==> config.mk <==
export PLATFORM = sky130hd
export DESIGN_NAME = wav_stream_to_dac_samples_core_flat
export DESIGN_NICKNAME = d
export VERILOG_FILES = /design/src/rtl/wsd_pkg.sv /design/src/rtl/wsd_in_if.sv /design/src/rtl/wsd_out_if.sv /design/src/rtl/wsd_div.sv /design/src/rtl/wav_stream_to_dac_samples_core.sv /design/src/flat_wrapper.sv
export SDC_FILE = /design/constraint.sdc
export NUM_CORES = 1
export LEC_CHECK = 0
export BUFFER_PORTS_ARGS = -buffer_cell sky130_fd_sc_hd__buf_2
export CORE_MARGIN = 5
export CORE_UTILIZATION = 58
export CTS_CLUSTER_DIAMETER = 50
export CTS_CLUSTER_SIZE = 30
export DETAILED_ROUTE_END_ITERATION = 10
export GPL_ROUTABILITY_DRIVEN = 0
export GPL_TIMING_DRIVEN = 0
export PLACE_DENSITY = 0.76
export SLEW_MARGIN = 30
export SYNTH_ARGS = -nofsm -noshare
export SYNTH_HDL_FRONTEND = slang
export SYNTH_SLANG_ARGS = --single-unit
==> constraint.sdc <==
create_clock -name clk_i -period 11.1 [get_ports clk_i]
set_clock_uncertainty 0.05 [all_clocks]
set_input_delay 0.555 -clock clk_i [delete_from_list [all_inputs] [get_ports clk_i]]
set_output_delay 0.555 -clock clk_i [all_outputs]
set_load 0.02 [all_outputs]
==> src/rtl/wsd_pkg.sv <==
// shared types, constants and helper functions of the wav to dac sample block
`default_nettype none

package wsd_pkg;

  localparam int unsigned BYTE_W = 8;
  localparam int unsigned VOL_W  = 8;
  localparam int unsigned DAC_W  = 12;
  localparam int unsigned CNT_W  = $clog2(DAC_W);

  localparam logic [5:0] POS_CHANNELS = 6'd23;
  localparam logic [5:0] POS_BITS     = 6'd35;
  localparam logic [5:0] POS_LAST     = 6'd43;

  typedef enum logic [1:0] {
    KIND_FRAME = 2'd0,
    KIND_TAG   = 2'd1,
    KIND_FMT   = 2'd2
  } kind_e;

  typedef struct packed {
    logic              en;
    logic [BYTE_W-1:0] chr;
  } tag_check_t;

  localparam logic [15:0][BYTE_W-1:0] TAG_CHARS = {
    8'h61, 8'h74, 8'h61, 8'h64,   // "data"
    8'h20, 8'h74, 8'h6d, 8'h66,   // "fmt "
    8'h45, 8'h56, 8'h41, 8'h57,   // "WAVE"
    8'h46, 8'h46, 8'h49, 8'h52    // "RIFF"
  };

  // expected tag character at a header position
  function automatic tag_check_t tag_expect(input logic [5:0] pos);
    tag_check_t r;
    logic [5:0] idx;
    r.en = 1'b1;
    idx  = 6'd0;
    case (pos) inside
      [6'd0:6'd3]:   idx = pos;
      [6'd8:6'd15]:  idx = pos - 6'd4;
      [6'd36:6'd39]: idx = pos - 6'd24;
      default:       r.en = 1'b0;
    endcase
    r.chr = TAG_CHARS[idx[3:0]];
    return r;
  endfunction

  // signed 16-bit sample reduced to 12-bit offset binary
  function automatic logic [DAC_W-1:0] scale_wide(input logic [BYTE_W-1:0] lo,
                                                  input logic [BYTE_W-1:0] hi);
    return {~hi[7], hi[6:0], lo[7:4]};
  endfunction

endpackage

`default_nettype wire

==> src/rtl/wsd_in_if.sv <==
// input byte channel of the wav to dac sample block
`default_nettype none

interface wsd_in_if;
  logic                      valid;
  logic                      ready;
  logic [wsd_pkg::BYTE_W-1:0] data_byte;
  logic                      file_start;

  modport source (output valid, output data_byte, output file_start, input ready);
  modport sink   (input valid, input data_byte, input file_start, output ready);
endinterface

`default_nettype wire

==> src/rtl/wsd_out_if.sv <==
// result channel of the wav to dac sample block
`default_nettype none

interface wsd_out_if;
  logic                     valid;
  logic                     ready;
  logic [1:0]               kind;
  logic [wsd_pkg::DAC_W-1:0] left_value;
  logic [wsd_pkg::DAC_W-1:0] right_value;
  logic                     align_left;
  logic                     last_frame;

  modport source (output valid, output kind, output left_value, output right_value,
                  output align_left, output last_frame, input ready);
  modport sink   (input valid, input kind, input left_value, input right_value,
                  input align_left, input last_frame, output ready);
endinterface

`default_nettype wire

==> src/rtl/wsd_div.sv <==
// iterative restoring divider, one quotient bit per cycle
`default_nettype none

module wsd_div (
  input  logic                       clk_i,
  input  logic                       rst_ni,
  input  logic                       start_i,
  input  logic [wsd_pkg::DAC_W-1:0]  dividend_i,
  input  logic [wsd_pkg::VOL_W-1:0]  divisor_i,
  output logic                       busy_o,
  output logic                       done_o,
  output logic [wsd_pkg::DAC_W-1:0]  quot_o
);

  logic                      busy_q, done_q;
  logic [wsd_pkg::CNT_W-1:0] cnt_q;
  logic [wsd_pkg::VOL_W-1:0] rem_q, rem_d, dvs_q;
  logic [wsd_pkg::DAC_W-1:0] quo_q;
  logic [wsd_pkg::VOL_W:0]   trial, diff;
  logic                      ge;

  always_comb begin
    trial = {rem_q, quo_q[wsd_pkg::DAC_W-1]};
    diff  = trial - {1'b0, dvs_q};
    ge    = (trial >= {1'b0, dvs_q});
    rem_d = ge ? diff[wsd_pkg::VOL_W-1:0] : trial[wsd_pkg::VOL_W-1:0];
  end

  always_ff @(posedge clk_i or negedge rst_ni) begin
    if (!rst_ni) begin
      busy_q <= 1'b0;
      done_q <= 1'b0;
      cnt_q  <= '0;
      rem_q  <= '0;
      dvs_q  <= '0;
      quo_q  <= '0;
    end else begin
      done_q <= 1'b0;
      if (start_i) begin
        busy_q <= 1'b1;
        cnt_q  <= wsd_pkg::CNT_W'(wsd_pkg::DAC_W - 1);
        rem_q  <= '0;
        dvs_q  <= divisor_i;
        quo_q  <= dividend_i;
      end else if (busy_q) begin
        rem_q <= rem_d;
        quo_q <= {quo_q[wsd_pkg::DAC_W-2:0], ge};
        cnt_q <= cnt_q - 1'b1;
        if (cnt_q == '0) begin
          busy_q <= 1'b0;
          done_q <= 1'b1;
        end
      end
    end
  end

  assign busy_o = busy_q;
  assign done_o = done_q;
  assign quot_o = quo_q;

endmodule

`default_nettype wire

==> src/rtl/wav_stream_to_dac_samples_core.sv <==
// top level: wav header parser and frame to dac word converter
//
// Takes a canonical 44-byte wav header and then sample data, one byte per request.
// Header bytes and data bytes that do not complete a frame are taken without a stall.
// The byte that completes a frame starts the shared 12-step divider, which divides
// the left sample and, in a stereo frame, then the right one; the result then reaches
// the output register, which holds it while the next bytes are taken in. A header
// error result bypasses the divider. The block is not ready while a division runs or
// while a finished result waits for the output register.
`default_nettype none

module wav_stream_to_dac_samples_core (
  input  logic                      clk_i,
  input  logic                      rst_ni,
  wsd_in_if.sink                    in_i,
  wsd_out_if.source                 out_o,
  input  logic                      cfg_we_i,
  input  logic [wsd_pkg::VOL_W-1:0] cfg_wdata_i
);

  typedef enum logic [1:0] {
    PH_HEADER = 2'd0,
    PH_DATA   = 2'd1,
    PH_WAIT   = 2'd2
  } phase_e;

  typedef enum logic [1:0] {
    S_IDLE  = 2'd0,
    S_DIV_L = 2'd1,
    S_DIV_R = 2'd2,
    S_PUSH  = 2'd3
  } state_e;

  // parse state
  logic [5:0]  hpos_q, c_hpos, n_hpos;
  phase_e      phase_q, c_phase, n_phase;
  logic [31:0] shift_q, c_shift, n_shift, shift_v;
  logic        tags_q, c_tags, n_tags;
  logic        stereo_q, c_stereo, n_stereo;
  logic        wide_q, c_wide, n_wide;
  logic        fmt_q, c_fmt, n_fmt;
  logic [31:0] remain_q, c_remain, n_remain, remain_dec;
  logic [23:0] fbytes_q, c_fbytes, n_fbytes;
  logic [1:0]  fpos_q, c_fpos, n_fpos, fs_m1, fs_m1_n;
  logic [2:0]  fs, fs_n;
  logic [7:0]  b;
  logic        hdr_bad;

  wsd_pkg::tag_check_t tchk;

  logic                      in_fire, frame_done, err_en, last_n;
  wsd_pkg::kind_e            err_kind;
  logic [wsd_pkg::DAC_W-1:0] x_n, y_n;

  // sequencer and result registers
  state_e                    state_q;
  logic [wsd_pkg::VOL_W-1:0] vol_q, div_dvs;
  logic [wsd_pkg::DAC_W-1:0] y_q, res_left_q, res_right_q;
  wsd_pkg::kind_e            res_kind_q, out_kind_q;
  logic                      two_q, res_align_q, res_last_q;
  logic                      out_valid_q, out_align_q, out_last_q;
  logic [wsd_pkg::DAC_W-1:0] out_left_q, out_right_q;

  logic                      div_start, div_busy, div_done;
  logic [wsd_pkg::DAC_W-1:0] div_dividend, div_quot;

  assign in_i.ready = (state_q == S_IDLE);
  assign in_fire    = in_i.valid && in_i.ready;
  assign b          = in_i.data_byte;

  always_comb begin
    if (in_i.file_start) begin
      c_hpos   = '0;
      c_phase  = PH_HEADER;
      c_shift  = '0;
      c_tags   = 1'b1;
      c_stereo = 1'b0;
      c_wide   = 1'b0;
      c_fmt    = 1'b0;
      c_remain = '0;
      c_fbytes = '0;
      c_fpos   = '0;
    end else begin
      c_hpos   = hpos_q;
      c_phase  = phase_q;
      c_shift  = shift_q;
      c_tags   = tags_q;
      c_stereo = stereo_q;
      c_wide   = wide_q;
      c_fmt    = fmt_q;
      c_remain = remain_q;
      c_fbytes = fbytes_q;
      c_fpos   = fpos_q;
    end

    n_hpos   = c_hpos;
    n_phase  = c_phase;
    n_shift  = c_shift;
    n_tags   = c_tags;
    n_stereo = c_stereo;
    n_wide   = c_wide;
    n_fmt    = c_fmt;
    n_remain = c_remain;
    n_fbytes = c_fbytes;
    n_fpos   = c_fpos;

    frame_done = 1'b0;
    err_en     = 1'b0;
    err_kind   = wsd_pkg::KIND_TAG;
    last_n     = 1'b0;
    x_n        = '0;
    y_n        = '0;
    hdr_bad    = 1'b0;
    fs_m1_n    = '0;
    fs_n       = '0;

    tchk       = wsd_pkg::tag_expect(c_hpos);
    shift_v    = {b, c_shift[31:8]};
    fs_m1      = {c_stereo & c_wide, c_stereo | c_wide};
    fs         = {1'b0, fs_m1} + 3'd1;
    remain_dec = c_remain - 32'd1;

    case (c_phase)
      PH_HEADER: begin
        if (tchk.en && (tchk.chr != b)) begin
          n_tags = 1'b0;
        end
        n_shift = shift_v;
        if (c_hpos == wsd_pkg::POS_CHANNELS) begin
          if (shift_v[31:16] == 16'd1) begin
            n_stereo = 1'b0;
          end else if (shift_v[31:16] == 16'd2) begin
            n_stereo = 1'b1;
          end else begin
            n_fmt = 1'b1;
          end
        end else if (c_hpos == wsd_pkg::POS_BITS) begin
          if (shift_v[31:16] == 16'd8) begin
            n_wide = 1'b0;
          end else if (shift_v[31:16] == 16'd16) begin
            n_wide = 1'b1;
          end else begin
            n_fmt = 1'b1;
          end
        end
        n_hpos = c_hpos + 6'd1;
        if (c_hpos == wsd_pkg::POS_LAST) begin
          hdr_bad  = !n_tags || n_fmt;
          fs_m1_n  = {n_stereo & n_wide, n_stereo | n_wide};
          fs_n     = {1'b0, fs_m1_n} + 3'd1;
          n_remain = shift_v;
          n_fbytes = '0;
          n_fpos   = '0;
          n_fmt    = 1'b0;
          if (hdr_bad) begin
            err_en   = 1'b1;
            err_kind = n_tags ? wsd_pkg::KIND_FMT : wsd_pkg::KIND_TAG;
            n_phase  = PH_WAIT;
          end else if (shift_v < {29'd0, fs_n}) begin
            n_phase = PH_WAIT;
          end else begin
            n_phase = PH_DATA;
          end
        end
      end
      PH_DATA: begin
        n_remain = remain_dec;
        if (c_fpos != fs_m1) begin
          case (c_fpos)
            2'd0:    n_fbytes[7:0]   = c_fbytes[7:0] | b;
            2'd1:    n_fbytes[15:8]  = c_fbytes[15:8] | b;
            2'd2:    n_fbytes[23:16] = c_fbytes[23:16] | b;
            default: n_fbytes = c_fbytes;
          endcase
          n_fpos = c_fpos + 2'd1;
        end else begin
          frame_done = 1'b1;
          n_fbytes   = '0;
          n_fpos     = '0;
          last_n     = (remain_dec < {29'd0, fs});
          if (last_n) begin
            n_phase = PH_WAIT;
          end
          if (!c_wide) begin
            x_n = c_stereo ? {4'd0, c_fbytes[7:0]} : {4'd0, b};
            y_n = c_stereo ? {4'd0, b} : x_n;
          end else if (c_stereo) begin
            x_n = wsd_pkg::scale_wide(c_fbytes[7:0], c_fbytes[15:8]);
            y_n = wsd_pkg::scale_wide(c_fbytes[23:16], b);
          end else begin
            x_n = wsd_pkg::scale_wide(c_fbytes[7:0], b);
            y_n = x_n;
          end
        end
      end
      default: ;
    endcase
  end

  always_ff @(posedge clk_i or negedge rst_ni) begin
    if (!rst_ni) begin
      hpos_q   <= '0;
      phase_q  <= PH_HEADER;
      shift_q  <= '0;
      tags_q   <= 1'b1;
      stereo_q <= 1'b0;
      wide_q   <= 1'b0;
      fmt_q    <= 1'b0;
      remain_q <= '0;
      fbytes_q <= '0;
      fpos_q   <= '0;
    end else if (in_fire) begin
      hpos_q   <= n_hpos;
      phase_q  <= n_phase;
      shift_q  <= n_shift;
      tags_q   <= n_tags;
      stereo_q <= n_stereo;
      wide_q   <= n_wide;
      fmt_q    <= n_fmt;
      remain_q <= n_remain;
      fbytes_q <= n_fbytes;
      fpos_q   <= n_fpos;
    end
  end

  always_ff @(posedge clk_i or negedge rst_ni) begin
    if (!rst_ni) begin
      vol_q <= wsd_pkg::VOL_W'(1);
    end else if (cfg_we_i) begin
      vol_q <= cfg_wdata_i;
    end
  end

  // divider feed
  assign div_dvs      = (vol_q == '0) ? wsd_pkg::VOL_W'(1) : vol_q;
  assign div_start    = (state_q == S_IDLE && in_fire && frame_done)
                     || (state_q == S_DIV_L && div_done && two_q);
  assign div_dividend = (state_q == S_DIV_L) ? y_q : x_n;

  wsd_div u_div (
    .clk_i      (clk_i),
    .rst_ni     (rst_ni),
    .start_i    (div_start),
    .dividend_i (div_dividend),
    .divisor_i  (div_dvs),
    .busy_o     (div_busy),
    .done_o     (div_done),
    .quot_o     (div_quot)
  );

  always_ff @(posedge clk_i or negedge rst_ni) begin
    if (!rst_ni) begin
      state_q     <= S_IDLE;
      y_q         <= '0;
      two_q       <= 1'b0;
      res_kind_q  <= wsd_pkg::KIND_FRAME;
      res_left_q  <= '0;
      res_right_q <= '0;
      res_align_q <= 1'b0;
      res_last_q  <= 1'b0;
      out_valid_q <= 1'b0;
      out_kind_q  <= wsd_pkg::KIND_FRAME;
      out_left_q  <= '0;
      out_right_q <= '0;
      out_align_q <= 1'b0;
      out_last_q  <= 1'b0;
    end else begin
      if (out_valid_q && out_o.ready) begin
        out_valid_q <= 1'b0;
      end
      case (state_q)
        S_IDLE: begin
          if (in_fire && err_en) begin
            res_kind_q  <= err_kind;
            res_left_q  <= '0;
            res_right_q <= '0;
            res_align_q <= 1'b0;
            res_last_q  <= 1'b0;
            state_q     <= S_PUSH;
          end else if (in_fire && frame_done) begin
            res_kind_q  <= wsd_pkg::KIND_FRAME;
            y_q         <= y_n;
            two_q       <= c_stereo;
            res_align_q <= c_wide;
            res_last_q  <= last_n;
            state_q     <= S_DIV_L;
          end
        end
        S_DIV_L: begin
          if (div_done) begin
            res_left_q <= div_quot;
            if (two_q) begin
              state_q <= S_DIV_R;
            end else begin
              res_right_q <= div_quot;
              state_q     <= S_PUSH;
            end
          end
        end
        S_DIV_R: begin
          if (div_done) begin
            res_right_q <= div_quot;
            state_q     <= S_PUSH;
          end
        end
        S_PUSH: begin
          if (!out_valid_q || out_o.ready) begin
            out_valid_q <= 1'b1;
            out_kind_q  <= res_kind_q;
            out_left_q  <= res_left_q;
            out_right_q <= res_right_q;
            out_align_q <= res_align_q;
            out_last_q  <= res_last_q;
            state_q     <= S_IDLE;
          end
        end
        default: state_q <= S_IDLE;
      endcase
    end
  end

  assign out_o.valid       = out_valid_q;
  assign out_o.kind        = out_kind_q;
  assign out_o.left_value  = out_left_q;
  assign out_o.right_value = out_right_q;
  assign out_o.align_left  = out_align_q;
  assign out_o.last_frame  = out_last_q;

  a_ready_not_dividing : assert property (@(posedge clk_i) disable iff (!rst_ni)
    in_i.ready |-> !div_busy)
    else $error("input ready while divider busy");

  a_done_in_div_state : assert property (@(posedge clk_i) disable iff (!rst_ni)
    div_done |-> (state_q == S_DIV_L || state_q == S_DIV_R))
    else $error("divider result outside a division state");

  a_error_payload_zero : assert property (@(posedge clk_i) disable iff (!rst_ni)
    (out_o.valid && out_o.kind != wsd_pkg::KIND_FRAME) |->
      (out_o.left_value == '0 && out_o.right_value == '0 && !out_o.last_frame))
    else $error("error result with non-zero payload");

  a_frame_pos_bound : assert property (@(posedge clk_i) disable iff (!rst_ni)
    (phase_q == PH_DATA) |-> (fpos_q <= {stereo_q & wide_q, stereo_q | wide_q}))
    else $error("frame position beyond frame size");

endmodule

`default_nettype wire
==> src/flat_wrapper.sv <==
// flat-port wrapper written by rule: the top's interface ports become plain ports
module wav_stream_to_dac_samples_core_flat 
  (clk_i, rst_ni, cfg_we_i, cfg_wdata_i, in_i_valid, in_i_data_byte, in_i_file_start, in_i_ready, out_o_valid, out_o_kind, out_o_left_value, out_o_right_value, out_o_align_left, out_o_last_frame, out_o_ready);
  wsd_in_if in_i_i ();
  wsd_out_if out_o_i ();
  input  logic clk_i;
  input  logic rst_ni;
  input  logic cfg_we_i;
  input  logic [wsd_pkg::VOL_W-1:0] cfg_wdata_i;
  input wire logic [$bits(in_i_i.valid)-1:0] in_i_valid;
  input wire logic [$bits(in_i_i.data_byte)-1:0] in_i_data_byte;
  input wire logic [$bits(in_i_i.file_start)-1:0] in_i_file_start;
  output wire logic [$bits(in_i_i.ready)-1:0] in_i_ready;
  output wire logic [$bits(out_o_i.valid)-1:0] out_o_valid;
  output wire logic [$bits(out_o_i.kind)-1:0] out_o_kind;
  output wire logic [$bits(out_o_i.left_value)-1:0] out_o_left_value;
  output wire logic [$bits(out_o_i.right_value)-1:0] out_o_right_value;
  output wire logic [$bits(out_o_i.align_left)-1:0] out_o_align_left;
  output wire logic [$bits(out_o_i.last_frame)-1:0] out_o_last_frame;
  input wire logic [$bits(out_o_i.ready)-1:0] out_o_ready;
  assign in_i_i.valid = in_i_valid;
  assign in_i_i.data_byte = in_i_data_byte;
  assign in_i_i.file_start = in_i_file_start;
  assign in_i_ready = in_i_i.ready;
  assign out_o_valid = out_o_i.valid;
  assign out_o_kind = out_o_i.kind;
  assign out_o_left_value = out_o_i.left_value;
  assign out_o_right_value = out_o_i.right_value;
  assign out_o_align_left = out_o_i.align_left;
  assign out_o_last_frame = out_o_i.last_frame;
  assign out_o_i.ready = out_o_ready;
  wav_stream_to_dac_samples_core u_core (.clk_i(clk_i), .rst_ni(rst_ni), .in_i(in_i_i), .out_o(out_o_i), .cfg_we_i(cfg_we_i), .cfg_wdata_i(cfg_wdata_i));
endmodule
Word-level counts from Yosys, hierarchy flattened
Memories as Yosys holds them, arrays and structs flattened.
Index checks and enable logic that the tools add are counted.
{ "word_totals": {"ff_bits": 208, "mem_bits_ro": 128, "input_bits": 22, "out_inout_bits": 30, "wordCells": 231, "n_memories": 1} }
{ "memory_table": {"columns": ["memory", "depth", "width", "rd", "rd_ports_with_merged_regs", "wr", "line", "text"], "rows": [
  ["(name not given)", 16, 8, 1, 0, 0, "wsd_pkg.sv:45", "r.chr = TAG_CHARS[idx[3:0]];"]
]} }
{ "op_classes": {"addsub": 9, "order_cmp": 10, "n_eq_ne": 21, "muxes": 117, "n_bitwise": 10, "reduce_logical": 32} }
{ "ops": {"columns": ["operator", "n"], "rows": [
  ["$mux 12", 14],
  ["$mux 32", 4],
  ["$mux 8", 10],
  ["$mux 24", 3],
  ["$lt 32x3->1", 2],
  ["$pmux 32 s2", 1],
  ["$mux 1", 51],
  ["$pmux 24 s2", 1],
  ["$mux 2", 20],
  ["$pmux 12 s3", 1],
  ["$sub 32x1->32 const B", 1],
  ["$mux 4", 6],
  ["$or 8x8->8", 3],
  ["$pmux 12 s2", 1],
  ["$eq 16x1->1 const B", 1],
  ["$eq 16x2->1 const B", 1],
  ["$eq 16x4->1 const B", 1],
  ["$eq 16x5->1 const B", 1],
  ["$eq 6x6->1 const B", 2],
  ["$logic_and 1x1->1", 12],
  ["$mux 6", 2],
  ["$ge 9x8->1", 1],
  ["$logic_not 8->1", 1],
  ["$ne 2x2->1 const B", 4],
  ["other kinds (36)", 55]
]} }

Longest topological paths before layout
{ "depth": {"depth_word": 20, "ltp_mapped": 20, "depth_no_buf": 14} }

Hierarchy
A second synthesis with hierarchy kept.
{ "unflattened": {"hier_cells": 1282, "hier_area_um2": 11509.8} }
{ "modules_own_cells": {"columns": ["mod", "instances", "cells_per_inst", "area_each_um2", "seq_area_each_um2"], "rows": [
  ["wav_stream_to_dac_samples_core", 1, 1088, 9609.2, 4256.6],
  ["wsd_div", 1, 194, 1900.6, 850.8]
]} }

Worst setup path after synthesis
Ideal clock, no wire load.
{ "synth_path": {"path_type": "in2reg", "startpoint": "input port in_i_file_start", "endpoint": "register u_core.phase_q[0]", "setup_ps": 124, "t_arrival_ps": 4895, "required_time_ps": 10926, "setup_slack_ps": 6031, "cell_stages": 20, "n_path_buf": 7, "path_cell_list": "clkbuf_1 clkinv_1 clkbuf_1 buf_4 buf_2 clkbuf_1 nand2_1 ha_1 clkbuf_1 clkbuf_1 xnor2_1 ha_1 nor4_1 nand3_1 a31oi_1 nand4_1 or4_1 or4_1 o311a_1 a211o_1"} }
{ "synth_between": {"elab_chain_len": 17} }
{ "synth_rtl": {"columns": ["element", "line", "text"], "rows": [
  ["from (decl)", "flat_wrapper.sv:12", "input wire logic [$bits(in_i_i.file_start)-1:0] in_i_file_start;"],
  ["parallel branches: the longest is 16 deep, another holds $lt 32x3->1", null, null],
  ["$pmux 2 s2 *", "wav_stream_to_dac_samples_core.sv:123", "case (c_phase)"],
  ["to (signal assigned)", "wav_stream_to_dac_samples_core.sv:214", "phase_q <= n_phase;"],
  ["to (decl)", "wav_stream_to_dac_samples_core.sv:36", "phase_e phase_q, c_phase, n_phase;"]
]} }
Every way passes the cells marked *. The select of a mux whose other input is x is not followed.
A chain may end at the register's enable or synchronous reset.

Final worst setup path
Ends and elaborated chain as after synthesis.

==> results.yml <==
die:
  rows: 51
  die_w_um: 151.3
  core-area_sq_um: 19530
  die_h_um: 151.3
  dieArea_sq_um: 22880
  initial_core_util: 0.5927
  io_pins: 52
critical_path:
  end_kind: "register"
  crit_required_ns: 11.46
  crit_arrival_ns: 6.91
  crit_path_start_kind: "primary input"
  path_cells: "buf_2 -> clkbuf_1 -> clkinv_1 -> clkbuf_1 -> buf_4 -> buf_2 -> clkbuf_1 -> nand2_1 -> ha_1 -> clkbuf_1 -> clkbuf_1 -> xnor2_1 -> ha_1 -> nor4_1 -> nand3_1 -> a31oi_1 -> nand4_1 -> or4_1 -> or4_1 -> o311a_1 -> a211o_1"
  critical_path.slowest_cell: "or4_1"
  cpPeakStageDelay_ns: 0.63
  path_common_cell: "clkbuf_1"
  setup.worst_path.class: "primary input to register"
  cp_max_fo: 10
power_and_ir_drop:
  ir_drop_uv: 136.5
  p_per_area_nw_per_um2: 140.4
  combPwrFrac: 0.110
  clkPwrFrac: 0.458
  p_int_mw: 1.281
  p_leak_nw: 5.824
  switching_share: 0.3010
  seqPwrFrac: 0.432
  switchingPower_uw: 551.4
clocking:
  clock_latency_ns: 0.53
  clock-sinks: 204
  cts_root_buffer: "clkbuf_16"
  path_clk_slew_ns: 0.08
  htree_levels: 1
  clockBufferDepth: 3
  cts_tree: "built"
  cts_buffers: 23
  cts-resized-gates: 0
timing:
  hold_viol: 0
  max_slew_margin: 0.2751
  slew_violations: 0
  max_freq_mhz: 152.6
  whs_ns: 0.2028
  final.min_clock_period_ns: 6.551
  fin_crit_sh: 0.5902
  rsz0062_at_grt: "false"
  setup_tns_ns: 0
  tightest_slew_ns: 1.076
  final-setup-viol-count: 0
routing:
  wl_per_cell_um: 21.06
  vias: 10530
  drc: 0
  route.met2.wl_um: 15750
  drt_first_iter_violations: 1093
  firstDrtPassIters: 7
  routed_wl_um: 34140
  wl_met1_um: 13860
  ant_nets: 0
  top_layer_used: "met4"
  vias_per_cell: 6.493
  dr_wl_met3_um: 3154
yosys:
  yosys.area.top_type: "dfrtp_1"
  synth_top_area_frac: 0.4368
  synth-compound-area-share: 0.2104
  synth-edff-count: 0
  synth_nets: 1315
  ys_seq_area_frac: 0.4413
  synth_area_leaders: "dfrtp_1 44%, nand2_1 5.6%, o21ai_0 4.5%, mux2_2 3.8%, a22o_1 3.7%"
  synth_common_cells: "202 x dfrtp_1, 174 x nand2_1, 103 x o21ai_0, 85 x clkbuf_1, 76 x nor2_1"
  synthDistinctLibCells: 76
  synth-simple-area-share: 0.1825
  syn_area_per_cell_sq_um: 9.148
  ys.flop_type: "dfrtp_1"
  synth_top_family_by_area: "compound AO/OA/AOI/OAI gates"
  netlist_area_sq_um: 11570
  synth-async-reset-ratio: 1.000
  synth.area.mux_share: 0.06476
  synthXorXnorAreaFrac: 0.01892
  synth_fa_ha_area_frac: 0.03092
  ys_ff_latch: 204
  yosysWarnings: 0
  yosysMostFrequentCell: "dfrtp_1"
  syn_inst: 1265
finish:
  final_util: 0.6685
  antenna_cells: 0
  area_growth_pct: 12.79
  finalNonFillerCells: 1621
  nNetsFinal: 1389
  layout-drive-gt1-share: 0.1261
  fin_area_sq_um: 13050
  fill_cells: 1616
placed_design:
  place_inst: 1578
  postPlaceCellArea_sq_um: 12200
  hpwlAfterDp_um: 24400
  port_buffers: 46
global_routing:
  overflow: 0
  grt_pass1_wl_um: 54950
  grt_max_degree: 77
  first_global_vias: 10100
  antenna_found_initial: 0
  grtUsageTotal: 0.3031
min_path:
  hold_class: "primary input to register"
run:
  max_cap_violations: 0
outcome:
  status: "finished, final reports clean"
==> worst max-delay path, delay by kind of cell <==
kind                       cells  cell delay [ns]
xor gates and xnor gates       1             0.22
adders and majority gates      2             0.42
AOI/OAI and AO/OA              3             0.76
buffers and inverters          9             3.09
and+or+nand+nor                6             1.87
==> registers in the layout, indices dropped and copies added, names as in the netlist, 12 cells and up <==
signal,flops
u_core.remain_q,32
u_core.shift_q,24
u_core.fbytes_q,20
u_core.res_right_q,12
u_core.u_div.quot_o,12
u_core.y_q,12
u_core.out_o.right_value,12
u_core.res_left_q,12
u_core.out_o.left_value,12
==> kinds of logic after synthesis <==
| group | count (synthesis) |
|---|---|
| AND/OR/NAND/NOR | 430 |
| AO/OA/AOI/OAI | 362 |
| flip-flops | 204 |
| buffers and inverters | 146 |
| multiplexers | 70 |
| adder cells (fa/ha/maj) | 28 |
| XOR/XNOR | 25 |
==> layout by cell type (no fill, tap or decap), types with 13 or more instances in the layout <==
cell type / synthesis / layout
a211oi_1: 13 / 13
a21oi_1: 63 / 63
a22o_1: 49 / 49
a22oi_1: 16 / 16
buf_2: 8 / 53
clkbuf_1: 85 / 85
clkbuf_16: 0 / 23
dfrtp_1: 202 / 202
ha_1: 27 / 27
inv_1: 43 / 43
mux2_2: 39 / 39
mux2i_1: 31 / 31
nand2_1: 174 / 174
nand2b_1: 15 / 15
nand3_1: 14 / 14
nor2_1: 76 / 76
nor2b_1: 16 / 16
nor3_1: 25 / 25
nor4_1: 27 / 27
o21ai_0: 103 / 103
or4_1: 14 / 14
xnor2_1: 19 / 19
==> power groups by stage <==
| stage | sequential [mW] | clock [mW] | combinational, mW |
|---|---|---|---|
| after floorplan | 0.794 | 0 | 0.132 |
| after global placement | 0.803 | 0 | 0.189 |
| after detailed placement | 0.804 | 0 | 0.196 |
| after CTS | 0.790 | 0.848 | 0.197 |
| after global routing | 0.794 | 0.881 | 0.221 |
| final | 0.792 | 0.839 | 0.201 |
==> per-stage QoR <==
step / total power [mW] / setup slack (ns)
after global placement: 0.9922 / 4.236
final: 1.832 / 4.549
after floorplan: 0.9255 / 6.031
after detailed placement: 1.000 / 4.196
after CTS: 1.835 / 4.743
after global routing: 1.896 / 4.382
==> layer usage <==
metal / track usage / vias up
li1: - / 4759
met1: 0.4198 / 5023
met2: 0.4806 / 626
met3: 0.04428 / 117
met4: 0.1238 / 0
met5: 0 / -
==> cell type report <==
cell class | count | area, sq um | share of cell area
multi-input combinational | 915 | 5873 | 0.4500
sequential | 204 | 5107 | 0.3913
clock buffer | 23 | 575.6 | 0.04410
buffer | 101 | 422.9 | 0.03240
tap | 265 | 331.6 | 0.02540
timing repair buffer | 49 | 305.3 | 0.02339
clock inverter | 19 | 267.8 | 0.02051
inverter | 45 | 168.9 | 0.01294
==> worst paths after layout <==
kind                                          to                 from  slack, ns  cells past startpoint
hold / removal                   u_core.vol_q[6]       cfg_wdata_i[6]       0.20                      2
max in group asynchronous        u_core.vol_q[0]               rst_ni       9.70                      3
hold reg to reg              u_core.fbytes_q[20]  u_core.fbytes_q[20]       0.44                      1
setup / recovery               u_core.phase_q[0]      in_i_file_start       4.55                     21
setup reg to reg               u_core.phase_q[0]      u_core.stereo_q       6.13                     15
min in group asynchronous  u_core.res_right_q[7]               rst_ni       0.51                      2
==> timing repair <==
item                                    4_1_cts  5_1_grt
hold buffers                                  1        0
setup buffers                                 0        0
endpoints found under the setup margin        0        0
hold endpoints to repair                     60        0
Note: power is estimated with default switching activity, not from simulation.
